## config.mk

```make
export PLATFORM = sky130hd
export DESIGN_NAME = pfe_nbr
export DESIGN_NICKNAME = d
export VERILOG_FILES = /design/src/sv/potts_lattice_flip_engine_macros.svh /design/src/sv/pfe_pkg.sv /design/src/sv/pfe_nbr.sv
export SDC_FILE = /design/constraint.sdc
export NUM_CORES = 1
export LEC_CHECK = 0
export BUFFER_PORTS_ARGS = -buffer_cell sky130_fd_sc_hd__buf_4
export CORE_ASPECT_RATIO = 1.75
export CORE_MARGIN = 4
export CORE_UTILIZATION = 50
export DETAILED_ROUTE_END_ITERATION = 12
export GPL_TIMING_DRIVEN = 0
export PLACE_DENSITY_LB_ADDON = 0.2
export SLEW_MARGIN = 20
export SYNTH_ARGS = -nofsm -noshare
export SYNTH_HDL_FRONTEND = slang
export SYNTH_SLANG_ARGS = --single-unit
```

## constraint.sdc

```tcl
create_clock -name aclk -period 8.8 [get_ports aclk]
set_input_delay 1.32 -clock aclk [delete_from_list [all_inputs] [get_ports aclk]]
set_output_delay 1.32 -clock aclk [all_outputs]
set_load 0.02 [all_outputs]
```

## src/sv/potts_lattice_flip_engine_macros.svh

```systemverilog
// assertion macros used by the lattice flip engine top module
// no dependencies; each macro expands to one labeled concurrent assertion
`ifndef POTTS_LATTICE_FLIP_ENGINE_MACROS_SVH
`define POTTS_LATTICE_FLIP_ENGINE_MACROS_SVH

// same-cycle implication, disabled while the active-low reset is applied
`define PFE_ASSERT_IMP(lbl, clk, rstn, ante, cons) \
    lbl: assert property (@(posedge clk) disable iff (!(rstn)) (ante) |-> (cons)) \
        else $error("pfe assertion failed");

// next-cycle implication, disabled while the active-low reset is applied
`define PFE_ASSERT_NXT(lbl, clk, rstn, ante, cons) \
    lbl: assert property (@(posedge clk) disable iff (!(rstn)) (ante) |=> (cons)) \
        else $error("pfe assertion failed");

`endif

```

## src/sv/pfe_pkg.sv

```systemverilog
// shared types, codes and tables of the lattice flip engine
// no dependencies; imported by the divider, the neighbour unit, the top module and the testbench
package pfe_pkg;

    // command codes
    localparam logic [1:0] CMD_WRITE = 2'd0;
    localparam logic [1:0] CMD_READ  = 2'd1;
    localparam logic [1:0] CMD_FLIP  = 2'd2;
    localparam logic [1:0] CMD_RSVD  = 2'd3;

    // result status codes
    localparam logic [3:0] ST_WRITTEN = 4'd0;
    localparam logic [3:0] ST_READ    = 4'd1;
    localparam logic [3:0] ST_FLIPPED = 4'd2;
    localparam logic [3:0] ST_UNIFORM = 4'd3;
    localparam logic [3:0] ST_VOID    = 4'd4;
    localparam logic [3:0] ST_SAME    = 4'd5;
    localparam logic [3:0] ST_REJECT  = 4'd6;
    localparam logic [3:0] ST_SKIPPED = 4'd7;
    localparam logic [3:0] ST_RANGE   = 4'd8;

    // configuration register indexes
    localparam logic [2:0] REG_DIM_X = 3'd0;
    localparam logic [2:0] REG_DIM_Y = 3'd1;
    localparam logic [2:0] REG_DIM_Z = 3'd2;
    localparam logic [2:0] REG_WRAP  = 3'd3;
    localparam logic [2:0] REG_MASK  = 3'd4;

    // neighbourhood sizes
    localparam logic [4:0] NB_LAST_2D = 5'd7;
    localparam logic [4:0] NB_LAST_3D = 5'd25;
    localparam logic [4:0] NB_MAX     = 5'd26;
    localparam int         NB_DEPTH   = 26;

    // width of a linear index before the store bound check
    localparam int IDXW = 31;

    // axis step codes
    localparam logic [1:0] STEP_Z = 2'd0;
    localparam logic [1:0] STEP_P = 2'd1;
    localparam logic [1:0] STEP_N = 2'd2;

    typedef struct packed {
        logic [1:0] sx;
        logic [1:0] sy;
        logic [1:0] sz;
    } step_t;

    typedef struct packed {
        logic        start;
        logic [14:0] dividend;
        logic [10:0] divisor;
    } div_req_t;

    typedef struct packed {
        logic        done;
        logic [14:0] quot;
        logic [10:0] rem;
    } div_rsp_t;

    typedef struct packed {
        logic        two_d;
        logic        wrap;
        logic [10:0] dx;
        logic [10:0] dy;
        logic [10:0] dz;
        logic [20:0] xy;
        logic [9:0]  x;
        logic [9:0]  y;
        logic [9:0]  z;
        logic [4:0]  k;
    } nbr_ctx_t;

    typedef struct packed {
        logic            ok;
        logic [IDXW-1:0] index;
    } nbr_rsp_t;

    // size register as used: zero acts as one, above 1024 acts as 1024
    function automatic logic [10:0] eff_dim(input logic [10:0] d);
        logic [10:0] r;
        r = d;
        if (d == 11'd0) r = 11'd1;
        else if (d > 11'd1024) r = 11'd1024;
        return r;
    endfunction

    // neighbour offset table, 8 entries in 2D and 26 in 3D
    function automatic step_t nb_step(input logic two_d, input logic [4:0] k);
        step_t s;
        s = {STEP_Z, STEP_Z, STEP_Z};
        if (two_d) begin
            unique case (k[2:0])
                3'd0: s = {STEP_P, STEP_Z, STEP_Z};
                3'd1: s = {STEP_N, STEP_Z, STEP_Z};
                3'd2: s = {STEP_Z, STEP_P, STEP_Z};
                3'd3: s = {STEP_Z, STEP_N, STEP_Z};
                3'd4: s = {STEP_P, STEP_P, STEP_Z};
                3'd5: s = {STEP_N, STEP_P, STEP_Z};
                3'd6: s = {STEP_P, STEP_N, STEP_Z};
                default: s = {STEP_N, STEP_N, STEP_Z};
            endcase
        end else begin
            unique case (k)
                5'd0:  s = {STEP_P, STEP_Z, STEP_Z};
                5'd1:  s = {STEP_N, STEP_Z, STEP_Z};
                5'd2:  s = {STEP_Z, STEP_P, STEP_Z};
                5'd3:  s = {STEP_Z, STEP_N, STEP_Z};
                5'd4:  s = {STEP_Z, STEP_Z, STEP_P};
                5'd5:  s = {STEP_Z, STEP_Z, STEP_N};
                5'd6:  s = {STEP_P, STEP_P, STEP_Z};
                5'd7:  s = {STEP_N, STEP_P, STEP_Z};
                5'd8:  s = {STEP_P, STEP_N, STEP_Z};
                5'd9:  s = {STEP_N, STEP_N, STEP_Z};
                5'd10: s = {STEP_P, STEP_Z, STEP_P};
                5'd11: s = {STEP_P, STEP_Z, STEP_N};
                5'd12: s = {STEP_N, STEP_Z, STEP_P};
                5'd13: s = {STEP_N, STEP_Z, STEP_N};
                5'd14: s = {STEP_Z, STEP_P, STEP_P};
                5'd15: s = {STEP_Z, STEP_P, STEP_N};
                5'd16: s = {STEP_Z, STEP_N, STEP_P};
                5'd17: s = {STEP_Z, STEP_N, STEP_N};
                5'd18: s = {STEP_P, STEP_P, STEP_P};
                5'd19: s = {STEP_P, STEP_P, STEP_N};
                5'd20: s = {STEP_P, STEP_N, STEP_P};
                5'd21: s = {STEP_P, STEP_N, STEP_N};
                5'd22: s = {STEP_N, STEP_P, STEP_P};
                5'd23: s = {STEP_N, STEP_P, STEP_N};
                5'd24: s = {STEP_N, STEP_N, STEP_P};
                default: s = {STEP_N, STEP_N, STEP_N};
            endcase
        end
        return s;
    endfunction

endpackage

```

## src/sv/pfe_nbr.sv

```systemverilog
// neighbour address unit: axis moves, then index products, then sum and bound check
// depends on pfe_pkg for the offset table and context structs
module pfe_nbr
    import pfe_pkg::*;
#(
    parameter int MAX_CELLS = 32768
) (
    input  logic     aclk,
    input  nbr_ctx_t ctx,
    output nbr_rsp_t rsp
);

    localparam logic [IDXW-1:0] MAX_W = IDXW'(MAX_CELLS);

    typedef struct packed {
        logic       ok;
        logic [9:0] val;
    } axis_t;

    // one coordinate moved by one step, wrapped or clipped
    function automatic axis_t move_axis(input logic [9:0] c, input logic [1:0] s,
                                        input logic [10:0] n, input logic wrap);
        axis_t a;
        a.ok  = 1'b1;
        a.val = c;
        case (s)
            STEP_P: begin
                if ({1'b0, c} + 11'd1 >= n) begin
                    a.ok  = wrap;
                    a.val = 10'd0;
                end else begin
                    a.val = c + 10'd1;
                end
            end
            STEP_N: begin
                if (c == 10'd0) begin
                    a.ok  = wrap;
                    a.val = 10'(n - 11'd1);
                end else begin
                    a.val = c - 10'd1;
                end
            end
            default: a.val = c;
        endcase
        return a;
    endfunction

    step_t       st;
    axis_t       ax, ay, az;
    logic        ok1_reg, ok2_reg;
    logic [9:0]  nx1_reg, ny1_reg, nz1_reg, nx2_reg;
    logic [30:0] pz_reg;
    logic [20:0] py_reg;
    logic [IDXW-1:0] sum;

    // stage one: coordinates of the neighbour
    always_comb begin
        st = nb_step(ctx.two_d, ctx.k);
        ax = move_axis(ctx.x, st.sx, ctx.dx, ctx.wrap);
        ay = move_axis(ctx.y, st.sy, ctx.dy, ctx.wrap);
        az = move_axis(ctx.z, st.sz, ctx.dz, ctx.wrap);
    end

    always_ff @(posedge aclk) begin
        ok1_reg <= ax.ok && ay.ok && az.ok;
        nx1_reg <= ax.val;
        ny1_reg <= ay.val;
        nz1_reg <= az.val;
    end

    // stage two: plane and row products
    always_ff @(posedge aclk) begin
        ok2_reg <= ok1_reg;
        nx2_reg <= nx1_reg;
        pz_reg  <= nz1_reg * ctx.xy;
        py_reg  <= ny1_reg * ctx.dx;
    end

    // linear index and store bound
    assign sum = pz_reg + IDXW'(py_reg) + IDXW'(nx2_reg);
    assign rsp = '{ok: ok2_reg && (sum < MAX_W), index: sum};

endmodule

```

==> results.toml <==
[clocking]
cts.sinks = 94
cts_tree = "done"
ctsHtreeMaxLevel = 3
cts_root_buffer = "clkbuf_16"
clkTransAtPathRegs_ps = 80
cts_buffer_depth = 2
cts-hold-fix-buffers = 0
ctsResizeCount = 0
clk_latency_ps = 370
cts_buffers = 9
cts_setup_buffers = 0

[synth]
synth_cells = 2028
avgSynthCellArea_um2 = 8.39
synth_compound_area_share_pct = 13.1
muxShareOfSynthArea_pct = 0.596
ys_warn_count = 0
synth_top_family_by_area = "adder cells"
synth_nets = 2555
synthXorXnorAreaFrac_pct = 5.66
ys_dominant_reg_cell = "dfxtp_1"
seq_area_frac_synth_pct = 11.1
synth_edf_count = 0
async_flop_share_pct = 0
synth_area_mm2 = 0.0170
synth-seq-cells = 94
yosys.area_share.adder_pct = 42.2
synthDistinctLibCells = 77
synth-simple-area-share_pct = 17.7

[finish]
antenna_cells = 0
nets = 2655
final_cell_count_no_fill = 2588
layout-area-overhead-vs-synth_pct = 9.06
mostFrequentLayoutCell = "inv_1"
largest_register_ffs = 31
layout_common_cells = "inv_1 (338), fa_1 (231), nand2_1 (229)"
layout-drive-gt1-share_pct = 6.14

[floorplan]
num_rows = 89
dieHeight_um = 252
die-area_mm2 = 0.0372
io_pins = 124
fp.coreArea_mm2 = 0.0336
die_x_um = 147
initial_core_util_pct = 50.6

[critical_path]
critPathLaunchType = "primary input"
crit_type = "primary input to flop"
cp_max_fo = 10
critPathCaptureType = "flop"
arrival_ps = 7520
reg2reg_slack_ps = 1950
cp.required_ps = 9060

[timing]
slew_headroom_pct = 51.3
finClkSkew_ps = 11.2
post-route-min-period_ps = 7260
clock.fmax_mhz = 138
drv_slew = 0
rsz0062_at_grt = "false"
hold_violations = 0
worst_slack_ps = 1540
tightestPinTransition_ps = 731
tns_ps = 0
finalCritPeriodShare_pct = 82.5
finalSetupViolCount = 0

[global_routing]
grt_pass1_vias = 15476
grt_max_degree = 20
grt_pass1_wl_um = 77100
grt_overflow_total = 0
antenna_found_initial = 0
grt_use_total_pct = 26.3

[routing]
avgRoutedWirePerCell_um = 18.2
route.detailed.drc = 0
drtAntennaViolNets = 0
drtIter0Drc = 619
via_per_inst = 5.54
num_vias = 14333
routed_wl_um = 47100
dr.pass1.iters = 6

[place]
portBuffers = 89
gp_congestion = 0.922
dp.final_hpwl_um = 40300
pre_cts_ws_ps = 1230
dp_cells = 2572

[min_path]
worst_hold_path_type = "flop to flop"

[run]
max_cap_viol_count = 0

[outcome]
status = "complete, no violations"
-- layout make-up --
| type | count | area [µm²] |
|---|---|---|
| clock inverters | 7 | 78.8 |
| plain buffers | 97 | 377 |
| flip-flops and latches | 94 | 1880 |
| well taps | 455 | 569 |
| multi-input cells | 1498 | 13500 |
| repair buffers | 89 | 668 |
| clock buffers | 9 | 225 |
| inverters | 339 | 1270 |
| fillers | 3274 | 15100 |
-- cells in the mapped netlist (31+ instances only) --
| cell | n | area, µm² |
|---|---|---|
| a21oi_1 | 112 | 561 |
| and2_1 | 156 | 976 |
| clkbuf_1 | 94 | 353 |
| dfxtp_1 | 94 | 1880 |
| fa_1 | 231 | 4620 |
| ha_1 | 204 | 2550 |
| inv_1 | 338 | 1270 |
| nand2_1 | 229 | 860 |
| nand3_1 | 40 | 200 |
| nor2_1 | 69 | 259 |
| nor3_1 | 38 | 190 |
| o21ai_0 | 61 | 305 |
| xnor2_1 | 79 | 692 |
| xor2_1 | 31 | 272 |
-- logic make-up (layout without fill, tap and decap cells) --
| logic type | Yosys count | count (layout) |
|---|---|---|
| xor gates and xnor gates | 110 | 110 |
| buffers and inverters | 436 | 541 |
| AOI/OAI and AO/OA | 343 | 343 |
| muxes | 10 | 10 |
| adders and majority gates | 435 | 435 |
| DFF | 94 | 94 |
| and+or+nand+nor | 600 | 600 |
-- layer usage --
metal,vias up,share of wire (%),track usage (%)
met2,376,56,52.0
met1,7071,34,26.2
li1,6754,-,-
met3,132,3.4,2.44
met4,0,6.5,15.3
met5,-,0,0
-- per-stage QoR --
step	utilization (%)	instance area, µm²	hold WS (ps)
detailed placement	54.3	18300	317
CTS	55.2	18600	334
finish	55.2	18600	331
global placement	54.3	18300	315
global route	55.2	18600	342
floorplan	-	17000	310
-- worst paths after layout --
check,startpoint,end,cells past startpoint
max reg2reg,nz1_reg[1],pz_reg[27],22
min reg2reg,ok1_reg,ok2_reg,0
min,ok1_reg,ok2_reg,0
max,ctx[40],pz_reg[27],22
-- worst max-delay path: stages --
cell,delay (ps)
clkbuf_1,430
nand2_1,160
fa_1,560
inv_1,50
fa_1,490
inv_1,50
fa_1,480
inv_1,60
fa_1,530
inv_1,60
fa_1,530
inv_1,40
ha_1,370
a211o_1,310
a21oi_1,260
o211a_1,250
o21ai_0,170
a31oi_1,210
o21bai_1,150
a221oi_1,630
o21ai_0,220
xor2_1,180
Power is not shown: default switching activity piles up to over one toggle a cycle in this logic, so the estimate is an artifact.
