`src/sv/potts_lattice_flip_engine_macros.svh`:
```
// assertion macros used by the lattice flip engine top module
// no dependencies; each macro expands to one labeled concurrent assertion
`ifndef POTTS_LATTICE_FLIP_ENGINE_MACROS_SVH
`define POTTS_LATTICE_FLIP_ENGINE_MACROS_SVH

// same-cycle implication, disabled while the active-low reset is applied
`define PFE_ASSERT_IMP(lbl, clk, rstn, ante, cons) \
    lbl: assert property (@(posedge clk) disable iff (!(rstn)) (ante) |-> (cons)) \
        else $error("pfe assertion failed");

// next-cycle implication, disabled while the active-low reset is applied
`define PFE_ASSERT_NXT(lbl, clk, rstn, ante, cons) \
    lbl: assert property (@(posedge clk) disable iff (!(rstn)) (ante) |=> (cons)) \
        else $error("pfe assertion failed");

`endif

```
`src/sv/pfe_pkg.sv`:
```
// shared types, codes and tables of the lattice flip engine
// no dependencies; imported by the divider, the neighbour unit, the top module and the testbench
package pfe_pkg;

    // command codes
    localparam logic [1:0] CMD_WRITE = 2'd0;
    localparam logic [1:0] CMD_READ  = 2'd1;
    localparam logic [1:0] CMD_FLIP  = 2'd2;
    localparam logic [1:0] CMD_RSVD  = 2'd3;

    // result status codes
    localparam logic [3:0] ST_WRITTEN = 4'd0;
    localparam logic [3:0] ST_READ    = 4'd1;
    localparam logic [3:0] ST_FLIPPED = 4'd2;
    localparam logic [3:0] ST_UNIFORM = 4'd3;
    localparam logic [3:0] ST_VOID    = 4'd4;
    localparam logic [3:0] ST_SAME    = 4'd5;
    localparam logic [3:0] ST_REJECT  = 4'd6;
    localparam logic [3:0] ST_SKIPPED = 4'd7;
    localparam logic [3:0] ST_RANGE   = 4'd8;

    // configuration register indexes
    localparam logic [2:0] REG_DIM_X = 3'd0;
    localparam logic [2:0] REG_DIM_Y = 3'd1;
    localparam logic [2:0] REG_DIM_Z = 3'd2;
    localparam logic [2:0] REG_WRAP  = 3'd3;
    localparam logic [2:0] REG_MASK  = 3'd4;

    // neighbourhood sizes
    localparam logic [4:0] NB_LAST_2D = 5'd7;
    localparam logic [4:0] NB_LAST_3D = 5'd25;
    localparam logic [4:0] NB_MAX     = 5'd26;
    localparam int         NB_DEPTH   = 26;

    // width of a linear index before the store bound check
    localparam int IDXW = 31;

    // axis step codes
    localparam logic [1:0] STEP_Z = 2'd0;
    localparam logic [1:0] STEP_P = 2'd1;
    localparam logic [1:0] STEP_N = 2'd2;

    typedef struct packed {
        logic [1:0] sx;
        logic [1:0] sy;
        logic [1:0] sz;
    } step_t;

    typedef struct packed {
        logic        start;
        logic [14:0] dividend;
        logic [10:0] divisor;
    } div_req_t;

    typedef struct packed {
        logic        done;
        logic [14:0] quot;
        logic [10:0] rem;
    } div_rsp_t;

    typedef struct packed {
        logic        two_d;
        logic        wrap;
        logic [10:0] dx;
        logic [10:0] dy;
        logic [10:0] dz;
        logic [20:0] xy;
        logic [9:0]  x;
        logic [9:0]  y;
        logic [9:0]  z;
        logic [4:0]  k;
    } nbr_ctx_t;

    typedef struct packed {
        logic            ok;
        logic [IDXW-1:0] index;
    } nbr_rsp_t;

    // size register as used: zero acts as one, above 1024 acts as 1024
    function automatic logic [10:0] eff_dim(input logic [10:0] d);
        logic [10:0] r;
        r = d;
        if (d == 11'd0) r = 11'd1;
        else if (d > 11'd1024) r = 11'd1024;
        return r;
    endfunction

    // neighbour offset table, 8 entries in 2D and 26 in 3D
    function automatic step_t nb_step(input logic two_d, input logic [4:0] k);
        step_t s;
        s = {STEP_Z, STEP_Z, STEP_Z};
        if (two_d) begin
            unique case (k[2:0])
                3'd0: s = {STEP_P, STEP_Z, STEP_Z};
                3'd1: s = {STEP_N, STEP_Z, STEP_Z};
                3'd2: s = {STEP_Z, STEP_P, STEP_Z};
                3'd3: s = {STEP_Z, STEP_N, STEP_Z};
                3'd4: s = {STEP_P, STEP_P, STEP_Z};
                3'd5: s = {STEP_N, STEP_P, STEP_Z};
                3'd6: s = {STEP_P, STEP_N, STEP_Z};
                default: s = {STEP_N, STEP_N, STEP_Z};
            endcase
        end else begin
            unique case (k)
                5'd0:  s = {STEP_P, STEP_Z, STEP_Z};
                5'd1:  s = {STEP_N, STEP_Z, STEP_Z};
                5'd2:  s = {STEP_Z, STEP_P, STEP_Z};
                5'd3:  s = {STEP_Z, STEP_N, STEP_Z};
                5'd4:  s = {STEP_Z, STEP_Z, STEP_P};
                5'd5:  s = {STEP_Z, STEP_Z, STEP_N};
                5'd6:  s = {STEP_P, STEP_P, STEP_Z};
                5'd7:  s = {STEP_N, STEP_P, STEP_Z};
                5'd8:  s = {STEP_P, STEP_N, STEP_Z};
                5'd9:  s = {STEP_N, STEP_N, STEP_Z};
                5'd10: s = {STEP_P, STEP_Z, STEP_P};
                5'd11: s = {STEP_P, STEP_Z, STEP_N};
                5'd12: s = {STEP_N, STEP_Z, STEP_P};
                5'd13: s = {STEP_N, STEP_Z, STEP_N};
                5'd14: s = {STEP_Z, STEP_P, STEP_P};
                5'd15: s = {STEP_Z, STEP_P, STEP_N};
                5'd16: s = {STEP_Z, STEP_N, STEP_P};
                5'd17: s = {STEP_Z, STEP_N, STEP_N};
                5'd18: s = {STEP_P, STEP_P, STEP_P};
                5'd19: s = {STEP_P, STEP_P, STEP_N};
                5'd20: s = {STEP_P, STEP_N, STEP_P};
                5'd21: s = {STEP_P, STEP_N, STEP_N};
                5'd22: s = {STEP_N, STEP_P, STEP_P};
                5'd23: s = {STEP_N, STEP_P, STEP_N};
                5'd24: s = {STEP_N, STEP_N, STEP_P};
                default: s = {STEP_N, STEP_N, STEP_N};
            endcase
        end
        return s;
    endfunction

endpackage

```
`src/sv/pfe_div.sv`:
```
// bit-serial restoring divider, one quotient bit per cycle
// depends on pfe_pkg for the request and response structs
module pfe_div
    import pfe_pkg::*;
(
    input  logic     aclk,
    input  logic     aresetn,
    input  div_req_t req,
    output div_rsp_t rsp
);

    logic [3:0]  cnt_reg, cnt_next;
    logic        done_reg, done_next;
    logic [14:0] quot_reg, quot_next;
    logic [10:0] rem_reg, rem_next;
    logic [11:0] shifted;

    // one shift and trial subtract per cycle
    always_comb begin
        shifted   = {rem_reg, quot_reg[14]};
        cnt_next  = cnt_reg;
        done_next = 1'b0;
        quot_next = quot_reg;
        rem_next  = rem_reg;
        if (req.start) begin
            cnt_next  = 4'd15;
            quot_next = req.dividend;
            rem_next  = 11'd0;
        end else if (cnt_reg != 4'd0) begin
            cnt_next  = cnt_reg - 4'd1;
            done_next = (cnt_reg == 4'd1);
            if (shifted >= {1'b0, req.divisor}) begin
                rem_next  = 11'(shifted - {1'b0, req.divisor});
                quot_next = {quot_reg[13:0], 1'b1};
            end else begin
                rem_next  = shifted[10:0];
                quot_next = {quot_reg[13:0], 1'b0};
            end
        end
    end

    // control state
    always_ff @(posedge aclk) begin
        if (!aresetn) begin
            cnt_reg  <= 4'd0;
            done_reg <= 1'b0;
        end else begin
            cnt_reg  <= cnt_next;
            done_reg <= done_next;
        end
    end

    // datapath
    always_ff @(posedge aclk) begin
        quot_reg <= quot_next;
        rem_reg  <= rem_next;
    end

    assign rsp = '{done: done_reg, quot: quot_reg, rem: rem_reg};

endmodule

```
`config.mk`:
```
export PLATFORM = sky130hd
export DESIGN_NAME = pfe_div
export DESIGN_NICKNAME = d
export VERILOG_FILES = /design/src/sv/potts_lattice_flip_engine_macros.svh /design/src/sv/pfe_pkg.sv /design/src/sv/pfe_div.sv
export SDC_FILE = /design/constraint.sdc
export NUM_CORES = 1
export LEC_CHECK = 0
export BUFFER_PORTS_ARGS = -buffer_cell sky130_fd_sc_hd__buf_2
export CORE_MARGIN = 2
export CORE_UTILIZATION = 25
export DETAILED_ROUTE_END_ITERATION = 16
export SLEW_MARGIN = 20
export SYNTH_ARGS = -nofsm -noshare
export SYNTH_HDL_FRONTEND = slang
export SYNTH_SLANG_ARGS = --single-unit
```
`constraint.sdc`:
```
create_clock -name aclk -period 3.15 [get_ports aclk]
set_input_delay 0.1575 -clock aclk [delete_from_list [all_inputs] [get_ports aclk]]
set_output_delay 0.1575 -clock aclk [all_outputs]
set_load 0.1 [all_outputs]
```
==> impl_metrics.ini <==
[synth]
ys_seq_elements = 31
synth_cells = 200
yosys.area.top_type = edfxtp_1
seq_area_frac_synth_pct = 39.21
synth_top_area_share_pct = 22.92
synth_edf_count = 15
syn_nets = 243
ys_async_sr_fraction_pct = 0
ys_warn_count = 0
muxShareOfSynthArea_pct = 13.18
synthAdderAreaFrac_pct = 9.293
synthFlopType = dfxtp_1
synthSimpleGateAreaFrac_pct = 13.43
syn_area_per_cell_um2 = 9.828
synthTopCellsByArea = edfxtp_1 (23%), dfxtp_1 (16%), mux2_2 (8.6%), ha_1 (8.3%), mux2i_1 (4.6%)
netlist_area_um2 = 1966
synth_xor_area_share_pct = 2.673
synth.distinct_cells = 41
synth_top_family_by_area = compound AO/OA/AOI/OAI gates
synth_compound_area_share_pct = 16.49

[global_route]
antenna_found_initial = 0
grt_start_max_net_pins = 32
grt_usage_pct = 10.18
first_global_vias = 1528
grt_pass1_wl_mm = 7.065
overflow = 0

[layout]
largest_register_ff_count = 15
syn_to_final_growth_pct = 22.15
drive_gt1_share_pct = 30.71
fill_cells = 869
nets = 296
antenna_cells = 0
postLayoutCellArea_um2 = 2401

[hold_path]
worstHoldStart = aresetn
hold_class = in -> reg

[timing]
hold_viol_final = 0
timing.final.crit_share_pct = 86.98
drv_slew = 0
rsz0062_at_grt = no
period_needed_ns = 2.740
hold_slack_ns = 0.1532
fmax_mhz = 365.0
worst_slew_pin_slew_ns = 0.6341
fin_setup_tns_ns = 0
clock_skew_ns = 0.006723
slew_headroom_pct = 57.73
final-setup-viol-count = 0

[setup_path]
cp_cell_sequence = inv_1 > ha_1 > fa_1 > nand2b_1 > a21oi_1 > o31a_1 > o31a_1 > nor3_1 > a2111oi_2
crit_path_end = rem_reg[10]$_SDFFE_PP0N_
critPathRequiredTime_ns = 3.32
end_kind = register
slowest_stage = o31a_1
rrSetupSlack_ns = 0.41
crit_top_cell = o31a_1
path_class = reg -> reg
crit_fanout = 13
critPathBufInv = 1
crit_start = quot_reg[14]$_DFFE_PP_
r2r-start = quot_reg[14]$_DFFE_PP_
path_delay_family = compound AO/OA/AOI/OAI gates
critPathMaxStageDelay_ns = 0.57
arrival_ns = 2.91
r2r_end = rem_reg[10]$_SDFFE_PP0N_
crit_cells = 9
reg2reg_depth = 9
start_kind = register

[run_status]
status = complete, no violations

[cts]
cts_made_buffers = 5
cts_num_sinks = 31
htree_levels = 2
cts_tree = built
cts_resized = 0
cts_hold_buffers = 0
post_cts_buffers = 0
clk_pin_slew_ns = 0.06
clk_path_buf_depth = 2
root_buffer = clkbuf_8
clk_latency_ns = 0.27

[placement]
globalplace.congestion = 0.8143
place_area_um2 = 2320
dpl.hpwl_mm = 3.382
port_buffers = 55

[floorplan]
io_pins = 56
core_um2 = 7687
die_area_um2 = 8588
rows = 32
initial_core_util_pct = 25.57
die_h_um = 92.67
die_width_um = 92.67

[drt]
wl_per_cell_um = 12.40
postRouteWirelength_mm = 4.414
drt_iter0_markers = 74
drt_drc_violations_left = 0
vias = 1615
vias_per_cell = 4.537
antenna_left = 0
dr.pass1.iters = 4

[power]
max-vdd-ir-drop_v = 0.0002105
p_leak_nw = 1.094
p_per_area_nw_per_um2 = 691.7

[job]
cap_violations = 0
==> logic make-up (layout without fill, tap and decap cells) <==
kind of cell,Yosys count,after routing
adders and majority gates,14,14
DFF,31,31
AOI/OAI and AO/OA,46,46
and+or+nand+nor,53,53
buffers and inverters,26,80
muxes,24,24
xor gates and xnor gates,6,6
==> power by group <==
| part | leakage, nW | total [mW] | internal (mW) | switching [mW] |
|---|---|---|---|---|
| Sequential | 0.290 | 0.537 | 0.490 | 0.0474 |
| Clock | 0.0422 | 0.290 | 0.155 | 0.136 |
| Combinational | 0.762 | 0.833 | 0.223 | 0.611 |
==> cell type report <==
cell class                      count  area, um^2  area share [%]
Multi-Input combinational cell    143        1082           45.08
Sequential cell                    31       770.7           32.10
Timing Repair Buffer               55       275.3           11.46
Tap cell                          102       127.6           5.315
Clock buffer                        7       76.32           3.179
Inverter                           17       63.81           2.658
Clock inverter                      1       5.005          0.2084
==> cell usage in the layout, fill, tap and decap left out, types with 4 or more instances in the layout <==
cell type,n
a211oi_1,6
a21oi_1,8
buf_2,55
clkbuf_8,5
dfxtp_1,16
edfxtp_1,15
ha_1,13
inv_1,17
mux2_2,15
mux2i_1,9
nand2_1,11
nand2b_1,4
nor2_1,18
nor3_1,5
o21a_1,6
o21ai_0,8
xnor2_1,6
==> worst min-delay path by stage <==
stage / endpoint / slack, ns / depth (start not counted)
after global routing: cnt_reg[0]$_SDFFE_PN0P_ / 0.14 / 2
after global placement: cnt_reg[3]$_SDFFE_PN0P_ / 0.45 / 2
after detailed placement: cnt_reg[3]$_SDFFE_PN0P_ / 0.44 / 2
final: cnt_reg[3]$_SDFFE_PN0P_ / 0.15 / 2
after CTS: cnt_reg[3]$_SDFFE_PN0P_ / 0.14 / 2
after floorplan: cnt_reg[0]$_SDFFE_PN0P_ / 0.27 / 1
==> per-layer routing <==
metal	up-vias	wire (um)	GRT usage (%)
met3	5	180	2.766
met5	-	0	0
met4	0	43	2.451
met1	751	2083	13.69
li1	828	-	-
met2	31	2106	16.30
==> cell usage after synthesis (all sizes together), types with 4 or more instances <==
cell	n
nor3	5
buf	5
nand2b	4
mux2i	9
nand2	11
o21a	6
ha	13
edfxtp	15
inv	17
nor2	18
dfxtp	16
xnor2	6
clkbuf	4
o21ai	8
a21oi	8
mux2	15
a211oi	6
==> worst reg2reg max path: stages, from the launching register on <==
cell       delay, ns
edfxtp_1        0.34
inv_1           0.06
ha_1            0.20
fa_1            0.39
nand2b_1        0.17
a21oi_1         0.19
o31a_1          0.26
o31a_1          0.57
nor3_1          0.13
a2111oi_2       0.34
==> through the flow <==
step,worst slack (ns),instances,util [%],power (mW)
floorplan,0.1608,200,-,1.247
global placement,0.4372,348,30.18,1.378
detailed placement,0.3521,348,30.18,1.381
CTS,0.3526,356,31.23,1.682
global route,0.1426,356,31.23,1.757
finish,0.4102,356,31.23,1.661
No activity file was read; power rests on OpenSTA's default activity.
